$ cat src/hw/rtl/etbc_pkg.sv
`timescale 1ns / 1ps

package etbc_pkg;

    localparam int CHANNELS    = 4;
    localparam int CMD_W       = 2;
    localparam int CHAN_W      = 2;
    localparam int TIME_W      = 64;
    localparam int PERIOD_W    = 32;
    localparam int MASK_W      = 4;
    localparam int S_TDATA_W   = 72;
    localparam int M_TDATA_W   = 72;

    localparam logic [PERIOD_W-1:0] PERIOD_RESET = PERIOD_W'(999999);
    localparam logic [TIME_W-1:0]   TIME_MAX     = {TIME_W{1'b1}};

    typedef enum logic [CMD_W-1:0] {
        CMD_TICK = 2'd0,
        CMD_ARM  = 2'd1,
        CMD_STOP = 2'd2,
        CMD_NONE = 2'd3
    } cmd_t;

    // decoded command strobes for one item being processed
    typedef struct packed {
        logic              tick;
        logic              arm;
        logic              stop;
        logic [CHAN_W-1:0] channel;
    } etbc_ctrl_t;

endpackage

$ cat src/hw/rtl/etbc_time_base.sv
`timescale 1ns / 1ps

module etbc_time_base (
    input  logic                              aclk,
    input  logic                              aresetn,
    input  logic                              tick,
    input  logic [etbc_pkg::PERIOD_W-1:0]     period_count,
    output logic [etbc_pkg::TIME_W-1:0]       now,
    output logic [etbc_pkg::TIME_W-1:0]       now_inc
);

    logic [etbc_pkg::PERIOD_W-1:0] position_reg;
    logic [etbc_pkg::PERIOD_W-1:0] position_next;
    logic [etbc_pkg::TIME_W-1:0]   elapsed_reg;
    logic [etbc_pkg::TIME_W-1:0]   elapsed_next;

    assign now     = elapsed_reg;
    assign now_inc = elapsed_reg + etbc_pkg::TIME_W'(1);

    always_comb begin
        position_next = position_reg;
        elapsed_next  = elapsed_reg;
        if (tick) begin
            elapsed_next = now_inc;
            // wraps also when the period was lowered below the counter
            if (position_reg >= period_count) begin
                position_next = '0;
            end else begin
                position_next = position_reg + etbc_pkg::PERIOD_W'(1);
            end
        end
    end

    always_ff @(posedge aclk) begin
        if (!aresetn) begin
            position_reg <= '0;
            elapsed_reg  <= '0;
        end else begin
            position_reg <= position_next;
            elapsed_reg  <= elapsed_next;
        end
    end

endmodule

$ cat src/hw/rtl/etbc_channel_bank.sv
`timescale 1ns / 1ps

module etbc_channel_bank (
    input  logic                              aclk,
    input  logic                              aresetn,
    input  etbc_pkg::etbc_ctrl_t              ctrl,
    input  logic [etbc_pkg::TIME_W-1:0]       deadline,
    input  logic [etbc_pkg::TIME_W-1:0]       now,
    input  logic [etbc_pkg::TIME_W-1:0]       now_inc,
    output logic [etbc_pkg::CHANNELS-1:0]     fired
);

    logic [etbc_pkg::CHANNELS-1:0] armed_reg;
    logic [etbc_pkg::CHANNELS-1:0] armed_next;
    logic [etbc_pkg::TIME_W-1:0]   deadline_reg  [etbc_pkg::CHANNELS];
    logic [etbc_pkg::TIME_W-1:0]   deadline_next [etbc_pkg::CHANNELS];

    for (genvar c = 0; c < etbc_pkg::CHANNELS; c++) begin : g_chan
        logic sel;
        // out-of-range channel numbers match no channel and are ignored
        assign sel = (32'(ctrl.channel) == 32'(c));

        always_comb begin
            armed_next[c]    = armed_reg[c];
            deadline_next[c] = deadline_reg[c];
            fired[c]         = 1'b0;
            if (ctrl.tick) begin
                fired[c] = armed_reg[c] && (deadline_reg[c] <= now_inc);
            end else if (ctrl.arm && sel) begin
                armed_next[c]    = 1'b1;
                deadline_next[c] = deadline;
                fired[c]         = (deadline <= now);
            end else if (ctrl.stop && sel) begin
                armed_next[c] = 1'b0;
            end
            if (fired[c]) begin
                armed_next[c]    = 1'b0;
                deadline_next[c] = etbc_pkg::TIME_MAX;
            end
        end

        always_ff @(posedge aclk) begin
            if (!aresetn) begin
                armed_reg[c]    <= 1'b0;
                deadline_reg[c] <= etbc_pkg::TIME_MAX;
            end else begin
                armed_reg[c]    <= armed_next[c];
                deadline_reg[c] <= deadline_next[c];
            end
        end
    end

endmodule

$ cat src/hw/rtl/extended_time_base_compare_timer_unit.sv
`timescale 1ns / 1ps
// an accepted item passes the input register, then the result register, which drives m_tvalid
// throughput: one item per cycle if m_tready; timer state updates in one pass at the result register
// s_tready stays high while the result register is free or being taken on the same edge
// reset (aresetn low, synchronous): time and counter zero, all channels disarmed with deadline
// at maximum, period back to 999999, both pipeline registers empty

module extended_time_base_compare_timer_unit (
    input  logic                                aclk,
    input  logic                                aresetn,
    input  logic                                cfg_wr_en,
    input  logic [etbc_pkg::PERIOD_W-1:0]       cfg_wr_data,
    input  logic                                s_tvalid,
    output logic                                s_tready,
    input  logic [etbc_pkg::S_TDATA_W-1:0]      s_tdata,   // [1:0] channel, [65:2] deadline
    input  logic [etbc_pkg::CMD_W-1:0]          s_tuser,   // [1:0] command
    output logic                                m_tvalid,
    input  logic                                m_tready,
    output logic [etbc_pkg::M_TDATA_W-1:0]      m_tdata    // [3:0] fired_mask, [67:4] current_time
);

    logic [etbc_pkg::PERIOD_W-1:0] period_reg;

    logic                          in_valid_reg;
    logic [etbc_pkg::CMD_W-1:0]    in_cmd_reg;
    logic [etbc_pkg::CHAN_W-1:0]   in_chan_reg;
    logic [etbc_pkg::TIME_W-1:0]   in_deadline_reg;

    logic                          out_valid_reg;
    logic [etbc_pkg::MASK_W-1:0]   out_mask_reg;
    logic [etbc_pkg::TIME_W-1:0]   out_time_reg;
    logic [etbc_pkg::MASK_W-1:0]   out_mask_next;
    logic [etbc_pkg::TIME_W-1:0]   out_time_next;

    logic                          advance;
    logic                          do_item;
    etbc_pkg::etbc_ctrl_t          ctrl;
    logic [etbc_pkg::TIME_W-1:0]   now;
    logic [etbc_pkg::TIME_W-1:0]   now_inc;
    logic [etbc_pkg::CHANNELS-1:0] fired;

    assign advance  = !out_valid_reg || m_tready;
    assign do_item  = in_valid_reg && advance;
    assign s_tready = !in_valid_reg || advance;

    always_comb begin
        ctrl         = '0;
        ctrl.channel = in_chan_reg;
        if (do_item) begin
            case (etbc_pkg::cmd_t'(in_cmd_reg))
                etbc_pkg::CMD_TICK: ctrl.tick = 1'b1;
                etbc_pkg::CMD_ARM:  ctrl.arm  = 1'b1;
                etbc_pkg::CMD_STOP: ctrl.stop = 1'b1;
                default:            ctrl      = '0;
            endcase
        end
    end

    etbc_time_base u_time_base (
        .aclk         (aclk),
        .aresetn      (aresetn),
        .tick         (ctrl.tick),
        .period_count (period_reg),
        .now          (now),
        .now_inc      (now_inc)
    );

    etbc_channel_bank u_channel_bank (
        .aclk     (aclk),
        .aresetn  (aresetn),
        .ctrl     (ctrl),
        .deadline (in_deadline_reg),
        .now      (now),
        .now_inc  (now_inc),
        .fired    (fired)
    );

    // only the low channels are visible in the mask
    for (genvar i = 0; i < etbc_pkg::MASK_W; i++) begin : g_mask
        if (i < etbc_pkg::CHANNELS) begin : g_on
            assign out_mask_next[i] = fired[i];
        end else begin : g_off
            assign out_mask_next[i] = 1'b0;
        end
    end

    assign out_time_next = ctrl.tick ? now_inc : now;

    always_ff @(posedge aclk) begin
        if (!aresetn) begin
            period_reg    <= etbc_pkg::PERIOD_RESET;
            in_valid_reg  <= 1'b0;
            out_valid_reg <= 1'b0;
        end else begin
            if (cfg_wr_en) begin
                period_reg <= cfg_wr_data;
            end
            if (s_tready) begin
                in_valid_reg <= s_tvalid;
            end
            if (advance) begin
                out_valid_reg <= in_valid_reg;
            end
        end
    end

    always_ff @(posedge aclk) begin
        if (s_tready && s_tvalid) begin
            in_cmd_reg      <= s_tuser;
            in_chan_reg     <= s_tdata[etbc_pkg::CHAN_W-1:0];
            in_deadline_reg <= s_tdata[etbc_pkg::CHAN_W +: etbc_pkg::TIME_W];
        end
        if (do_item) begin
            out_mask_reg <= out_mask_next;
            out_time_reg <= out_time_next;
        end
    end

    assign m_tvalid = out_valid_reg;
    assign m_tdata  = {{(etbc_pkg::M_TDATA_W - etbc_pkg::MASK_W - etbc_pkg::TIME_W){1'b0}},
                       out_time_reg, out_mask_reg};

endmodule
$ cat config.mk
export PLATFORM = sky130hd
export DESIGN_NAME = extended_time_base_compare_timer_unit
export DESIGN_NICKNAME = d
export VERILOG_FILES = /design/src/hw/rtl/etbc_pkg.sv /design/src/hw/rtl/etbc_time_base.sv /design/src/hw/rtl/etbc_channel_bank.sv /design/src/hw/rtl/extended_time_base_compare_timer_unit.sv
export SDC_FILE = /design/constraint.sdc
export NUM_CORES = 1
export LEC_CHECK = 0
export BUFFER_PORTS_ARGS = -buffer_cell sky130_fd_sc_hd__clkbuf_2
export CAP_MARGIN = 20
export CORE_MARGIN = 2
export CORE_UTILIZATION = 35
export DETAILED_ROUTE_END_ITERATION = 6
export PLACE_DENSITY_LB_ADDON = 0.08
export SLEW_MARGIN = 20
export SYNTH_ARGS = -nofsm -noshare
export SYNTH_HDL_FRONTEND = slang
export SYNTH_SLANG_ARGS = --single-unit
$ cat constraint.sdc
create_clock -name aclk -period 4.6 [get_ports aclk]
set_input_delay 0.23 -clock aclk [delete_from_list [all_inputs] [get_ports aclk]]
set_output_delay 0.23 -clock aclk [all_outputs]
set_load 0.02 [all_outputs]
==> results of run 1 <==
-- how the worst max path moves through the flow --
stage | from | to | slack [ns] | depth (start not counted)
floorplan | u_time_base.now[34] | u_channel_bank.deadline_reg[0][12] | 0.01 | 18
global route | u_time_base.now[11] | u_channel_bank.deadline_reg[0][43] | -0.39 | 25
finish | u_time_base.now[0] | u_channel_bank.deadline_reg[0][43] | -0.24 | 24
detailed placement | u_time_base.now[2] | u_channel_bank.deadline_reg[1][9] | -0.81 | 18
global placement | u_time_base.now[17] | u_channel_bank.deadline_reg[1][21] | -0.70 | 18
CTS | u_time_base.now[0] | u_channel_bank.deadline_reg[0][15] | -0.21 | 24
-- power breakdown --
part	internal (mW)	switching, mW	leakage [nW]	total, mW
logic	0.296	0.359	8.89	0.655
clock network	2.60	1.80	0.877	4.41
registers	4.28	0.104	3.94	4.38
-- cell families after synthesis --
group	after synthesis
xor gates and xnor gates	128
buffers and inverters	182
adders and majority gates	318
DFF	462
and+or+nand+nor	944
muxes	189
AOI/OAI and AO/OA	292
other	1
-- worst max-delay path, delay by kind of cell (launching register included) --
kind                     cells  cell delay (ns)
adder cells (fa/ha/maj)      2             0.39
buffers and inverters        9             1.20
flip-flops                   1             0.37
XOR/XNOR                     1             0.09
AO/OA/AOI/OAI                2             0.64
AND/OR/NAND/NOR             10             2.02
-- cells in the final DEF, fill, tap and decap left out, drive strengths merged, types with 8 or more instances in the layout --
cell	count
o21ai	48
dlygate4sd3	71
and4	25
nand2	429
and3	29
a2111oi	8
a21oi	92
a211oi	26
or3	8
nor4	19
mux2i	189
nor3	29
o211ai	20
ha	317
clkinv	24
a21o	33
and2	78
clkbuf	222
nor2b	10
buf	390
edfxtp	136
xnor2	126
nor2	82
nand4	75
inv	84
nand3	131
dfxtp	326
-- layout make-up --
cell class / count / share of cell area, %
inverter: 85 / 0.922
multi-input combinational: 1875 / 44.6
sequential: 462 / 30.6
timing repair buffer: 612 / 15.3
clock buffer: 71 / 4.28
tap: 940 / 3.39
clock inverter: 30 / 0.876
-- cells in the mapped netlist, drive strengths merged (2+ instances only) --
| master | instances |
|---|---|
| a21o | 33 |
| nand2 | 429 |
| a211oi | 26 |
| and4 | 25 |
| or2 | 2 |
| o2bb2ai | 2 |
| a211o | 6 |
| a31oi | 7 |
| nand3b | 4 |
| o21ai | 48 |
| a21oi | 92 |
| or3 | 8 |
| o31a | 3 |
| nand3 | 131 |
| nor4 | 19 |
| a2111oi | 8 |
| inv | 84 |
| o221ai | 5 |
| xnor3 | 2 |
| mux2i | 189 |
| o211ai | 20 |
| nand4 | 75 |
| o2111ai | 5 |
| edfxtp | 136 |
| nor4bb | 2 |
| or4 | 7 |
| ha | 317 |
| nand2b | 6 |
| buf | 35 |
| xnor2 | 126 |
| nor2b | 10 |
| a21boi | 4 |
| dfxtp | 326 |
| nor3b | 5 |
| nor2 | 82 |
| o31ai | 3 |
| o21a | 5 |
| clkbuf | 62 |
| o2111a | 2 |
| and2 | 78 |
| o311a | 3 |
| a221oi | 7 |
| o22ai | 3 |
| nor3 | 29 |
| and3 | 29 |
-- per-stage QoR --
| step | hold slack [ns] | worst slack [ns] |
|---|---|---|
| floorplan | 0.329 | 0.00978 |
| global placement | 0.406 | -0.696 |
| detailed placement | 0.409 | -0.812 |
| CTS | 0.0474 | -0.213 |
| global route | 0.129 | -0.392 |
| finish | 0.0801 | -0.242 |
-- repair_timing --
item,CTS,global route
resized for setup,252,288
setup buffers,68,22
hold buffers,71,0
endpoints found under the hold margin,70,0
setup endpoints to repair,264,264
pin swaps,60,38
cloned,14,12
-- per-layer routing --
metal | vias up | track usage (%)
met5 | - | 0
met4 | 0 | 6.64
met3 | 147 | 2.87
met2 | 456 | 41.3
met1 | 10400 | 31.3
li1 | 10200 | -
==> impl_metrics.toml, run 1 <==
[power_and_ir_drop]
total_power_mw = 9.44
vdd.ir_drop.worst_uv = 290
pwr_density_cell_nw_per_um2 = 272
leakagePower_nw = 13.7

[drt]
wl_met3_um = 3640
drtAntennaViolNets = 0
drtPass1Iterations = 5
drc = 0
highest_layer = "met4"
drt_iter0_markers = 1204
wl_met1_um = 41500
num_vias = 21200
wl_met2_um = 43200
wl_um = 91000
via_per_inst = 5.21
wire_per_inst_um = 22.3

[global_routing]
grtUsageTotal_pct = 23.9
first_global_vias = 21800
grt_max_degree = 67
overflow = 0
grt_pass1_wl_um = 134000
antenna_found_initial = 2

[sta]
finalClockSkew_ns = 0.0206
drv_slew = 0
hold_viol_final = 0
fin_crit_ns = 4.84
clock.fmax_ghz = 0.207
relSlewSlack_pct = 38.3
rsz0062_at_grt = "yes"
fin_ws_ns = -0.242
fin_setup_tns_ns = -17.17
period_share_pct = 105
setup_violations = 159
tightest_slew_ns = 0.926

[finish]
seqCellArea_um2 = 10600
design_area_um2 = 34700
instances_no_fill = 4075
drive_gt1_share_pct = 32.3
multi_input_area_um2 = 15500
n_antenna_cell = 0
nets = 3519
fillers = 6503
utilization_pct = 49.4
area_delta_synth_final_pct = 39.4
largest_reg_flops = 256

[place]
placed_cell_area_um2 = 29000
place.detailed.hpwl_um = 63700
place_congestion = 0.882
portBuffers = 141
dp.cells = 3814

[run]
cap_violations = 0

[critical_path]
required_ns = 5.09
max_stage_delay_ns = 0.56
r2r_cells = 24
slowest_stage = "or4_4"
r2r_setup_slack_ns = -0.24
arrival_ns = 5.33
crit_fanout = 5
critical_path_class = "register to register"
rr_startpoint = "u_time_base.now[0]"
r2r_end = "u_channel_bank.deadline_reg[0][43]"
cpMostUsedCell = "buf_6"
startpoint_type = "register"
path_cells = "ha_4, and3_4, and4_1, buf_6, nand3_2, buf_6, or4_4, buf_6, nor2_4, xnor2_2, buf_4, ha_4, nand3_2, or4_4, nor3b_4, buf_6, nand2_2, a211o_1, a2111oi_4, buf_6, buf_12, buf_12, buf_16, nand3_2"
critPathCaptureType = "register"

[clock_network]
cts_sinks = 462
cts_buffers = 55
clockBufferDepth = 3
tritoncts = "done"
clk_latency_ns = 0.61
htree_levels = 2
root_buffer = "clkbuf_16"
clk_pin_slew_ns = 0.06

[logic_synthesis]
async_flop_share_pct = 0
synth.largest_area_cell = "dfxtp_1"
synth_top_family_by_area = "simple AND/OR/NAND/NOR gates"
synth-xor-area-share_pct = 4.61
syn_area_um2 = 24900
yosysTopAreaCellShare_pct = 26.2
synth_cell_types = 75
synth_ff_type = "dfxtp_1"
synth_area_leaders = "dfxtp_1 (26%), edfxtp_1 (16%), ha_1 (16%)"
yosys.area_share.simple_pct = 18.3
synthAdderAreaFrac_pct = 16.0
synthMuxAreaShare_pct = 7.60
syn_inst = 2516
synth-seq-cells = 462
synth-edff-count = 136
yosysWarnings = 0
synth_compound_area_share_pct = 7.73
postSynthAreaPerCell_um2 = 9.90
synth-seq-area-share_pct = 42.6

[floorplan]
fp-row-count = 97
die-height_um = 271
core_um2 = 70300
ios = 185
die_x_um = 271
dieArea_um2 = 73300
start_util_pct = 35.4

[min_path]
whs_endpoint = "m_tvalid"
min_from = "aresetn"
whs_path_depth = 3
hp-class = "input port to register"

[status]
violations = "negative setup slack"
status = "complete, but fails checks"
Note: power is estimated with default switching activity, not from simulation.
==> inputs of run 2 (changes only) <==
--- a/config.mk
+++ b/config.mk
@@ -10,7 +10,7 @@
 export CORE_MARGIN = 2
 export CORE_UTILIZATION = 35
 export DETAILED_ROUTE_END_ITERATION = 6
-export PLACE_DENSITY_LB_ADDON = 0.08
+export PLACE_DENSITY = 0.56
 export SLEW_MARGIN = 20
 export SYNTH_ARGS = -nofsm -noshare
 export SYNTH_HDL_FRONTEND = slang
==> run 2 against run 1 <==
  * Setup slack gained 0.20 ns
  * Power shrank 1.1%
  * Register-to-register slack gained 0.20 ns
  * Critical path type unchanged
  * Critical path depth shrank 4
  * Clock power is essentially flat
  * The run still ends with negative setup slack left
  * Design area shrank 3.5%
  * Routed wire length shrank 8.5%
  * Sequential power is essentially flat
  * Sequential share of layout area grew 1.2 points
  * Clock-buffer cell count shrank 4
  * Global-route usage shrank 2.6 points
  * Final cell count shrank 0.96%
==> impl_metrics.toml, run 2 (synthesized netlist as in run 1, its figures left out) <==
[global_routing]
overflow = 0
grt_max_degree = 67
grt_pass1_wl_um = 121000
first_global_vias = 20900
grtUsageTotal_pct = 21.3
antenna_found_initial = 1

[finish]
layout_commonest_cell = "nand2_1"
nets = 3479
fillers = 6509
drive_gt1_share_pct = 26.3
area_delta_synth_final_pct = 34.5
layout.cells.most_common_list = "nand2_1 (403), dfxtp_1 (309), ha_1 (307), buf_4 (304), mux2i_1 (189)"
largest_reg_flops = 256

[power_and_ir_drop]
p_int_mw = 7.12
pwr_density_cell_nw_per_um2 = 279
pwr-share-comb_pct = 6.0
power_frac_clock_pct = 47.1
vdd.ir_drop.worst_uv = 301
leakagePower_nw = 13.0
netSwitchingFraction_pct = 23.8
p_sw_mw = 2.23
seqPwrFrac_pct = 46.9

[drt]
wl_met1_um = 37400
wl_met2_um = 39000
wire_per_inst_um = 20.6
num_vias = 21100
wl_met3_um = 3720
wl_um = 83300
highest_layer = "met4"
drtPass1Iterations = 6
drtAntennaViolNets = 0
drt_iter0_markers = 1427
drc = 0
via_per_inst = 5.23

[clock_network]
tritoncts = "done"
htree_levels = 2
clk_pin_slew_ns = 0.06
cts_sinks = 462
cts_buffers = 52
root_buffer = "clkbuf_16"
clk_latency_ns = 0.61
clockBufferDepth = 3

[critical_path]
startpoint_type = "register"
rr_startpoint = "u_time_base.now[36]"
cp-startpoint = "u_time_base.now[36]"
critical_path_class = "register to register"
r2r_end = "u_channel_bank.deadline_reg[0][4]"
r2r_setup_slack_ns = -0.04
crit_fanout = 6
critPathCaptureType = "register"
required_ns = 5.09
endpoint = "u_channel_bank.deadline_reg[0][4]"
arrival_ns = 5.13
r2r_cells = 20

[sta]
setup_violations = 36
clock.fmax_ghz = 0.216
rsz0062_at_grt = "yes"
fin_hold_ws_ns = 0.206
drv_slew = 0
fin_ws_ns = -0.0383
period_share_pct = 101
fin_crit_ns = 4.64
relSlewSlack_pct = 39.2
hold_viol_final = 0
finalClockSkew_ns = 0.0278
tightest_slew_ns = 0.912

[status]
status = "complete, but fails checks"
violations = "negative setup slack"

[floorplan]
die-height_um = 271
ios = 185
die_x_um = 271
core_um2 = 70300
dieArea_um2 = 73300
start_util_pct = 35.4
fp-row-count = 97

[place]
pre_cts_slack_ns = -0.706
portBuffers = 141
place_congestion = 0.881
place.detailed.hpwl_um = 59600

[run]
cap_violations = 0

[min_path]
hp-class = "input port to register"
[run 2: cell count changes in the layout (fill, tap and decap cells not counted), moves of 6 or more]
cell,change
buf_12,-19
buf_4,-6
buf_6,-10
clkinv_1,-8
dfxtp_1,-6
nand2_1,+152
nand2_2,-117
nand2_4,-35
nand3_1,+21
nand3_2,-24
[run 2: worst max-delay path, stage by stage (launching register included)]
cell and delay (ns):
dfxtp_2 0.33, and3_4 0.19, nand4_1 0.11, buf_6 0.16, or3_4 0.41, nor4_4 0.23, buf_4 0.19, nand4_1 0.17
xnor2_2 0.22, ha_1 0.34, nand3_2 0.09, or4_4 0.55, buf_4 0.17, a211oi_2 0.22, or4_4 0.18, a31oi_4 0.04
a2111oi_4 0.40, buf_6 0.21, buf_12 0.15, buf_12 0.13, nand3_2 0.06
[run 2: what timing repair did]
item                                    4_1_cts  5_1_grt
buffers inserted                             31       31
pin swaps                                    22       52
hold buffers                                 71        0
endpoints found under the hold margin        70        0
endpoints found under the setup margin      263      266
resized for setup                            99      198
cloned                                        2       14
[run 2: per-layer routing]
| layer | track usage (%) | vias to the layer above |
|---|---|---|
| li1 | - | 10100 |
| met1 | 28.0 | 10300 |
| met2 | 35.7 | 556 |
| met3 | 2.42 | 149 |
| met4 | 8.37 | 0 |
| met5 | 0 | - |
[run 2: layout make-up]
type / count / area (um^2) / area share, %
repair buffers: 575 / 4720 / 14.1
inverters: 85 / 320 / 0.956
clock inverters: 31 / 367 / 1.09
diodes: 1 / 2.50 / 0.00747
clock buffers: 67 / 1450 / 4.33
flip-flops and latches: 462 / 10600 / 31.8
well taps: 940 / 1180 / 3.51
multi-input cells: 1875 / 14800 / 44.3
[run 2: how the worst min path moves through the flow]
| stage | cells after the start | slack (ns) | start | end |
|---|---|---|---|---|
| 2_1_floorplan | 0 | 0.33 | s_tdata[0] | in_chan_reg[0] |
| 3_3_place_gp | 1 | 0.41 | s_tdata[34] | in_deadline_reg[32] |
| 3_5_place_dp | 1 | 0.41 | s_tdata[40] | in_deadline_reg[38] |
| 4_1_cts | 3 | 0.17 | aresetn | in_valid_reg |
| 5_1_grt | 3 | 0.20 | aresetn | m_tvalid |
| 6_report | 3 | 0.21 | aresetn | in_valid_reg |
[run 2: power groups by stage]
| stage | combinational, mW | clock, mW | sequential (mW) |
|---|---|---|---|
| after floorplan | 0.221 | 0 | 4.45 |
| after detailed placement | 0.421 | 0 | 4.47 |
| after CTS | 0.486 | 4.51 | 4.38 |
| after global routing | 0.608 | 4.67 | 4.39 |
| after global placement | 0.405 | 0 | 4.47 |
| final | 0.564 | 4.40 | 4.38 |
[run 2: per-stage QoR]
stage,power (mW),cell area [um^2],instances,TNS [ns],utilization (%)
3_3_place_gp,4.88,28700,3796,-65.63,40.9
5_1_grt,9.66,33500,4035,-19.78,47.7
4_1_cts,9.37,31900,3996,-2.36,45.5
2_1_floorplan,4.67,25000,2519,0,-
6_report,9.34,33500,4036,-0.690,47.7
3_5_place_dp,4.89,28700,3796,-87.69,40.9
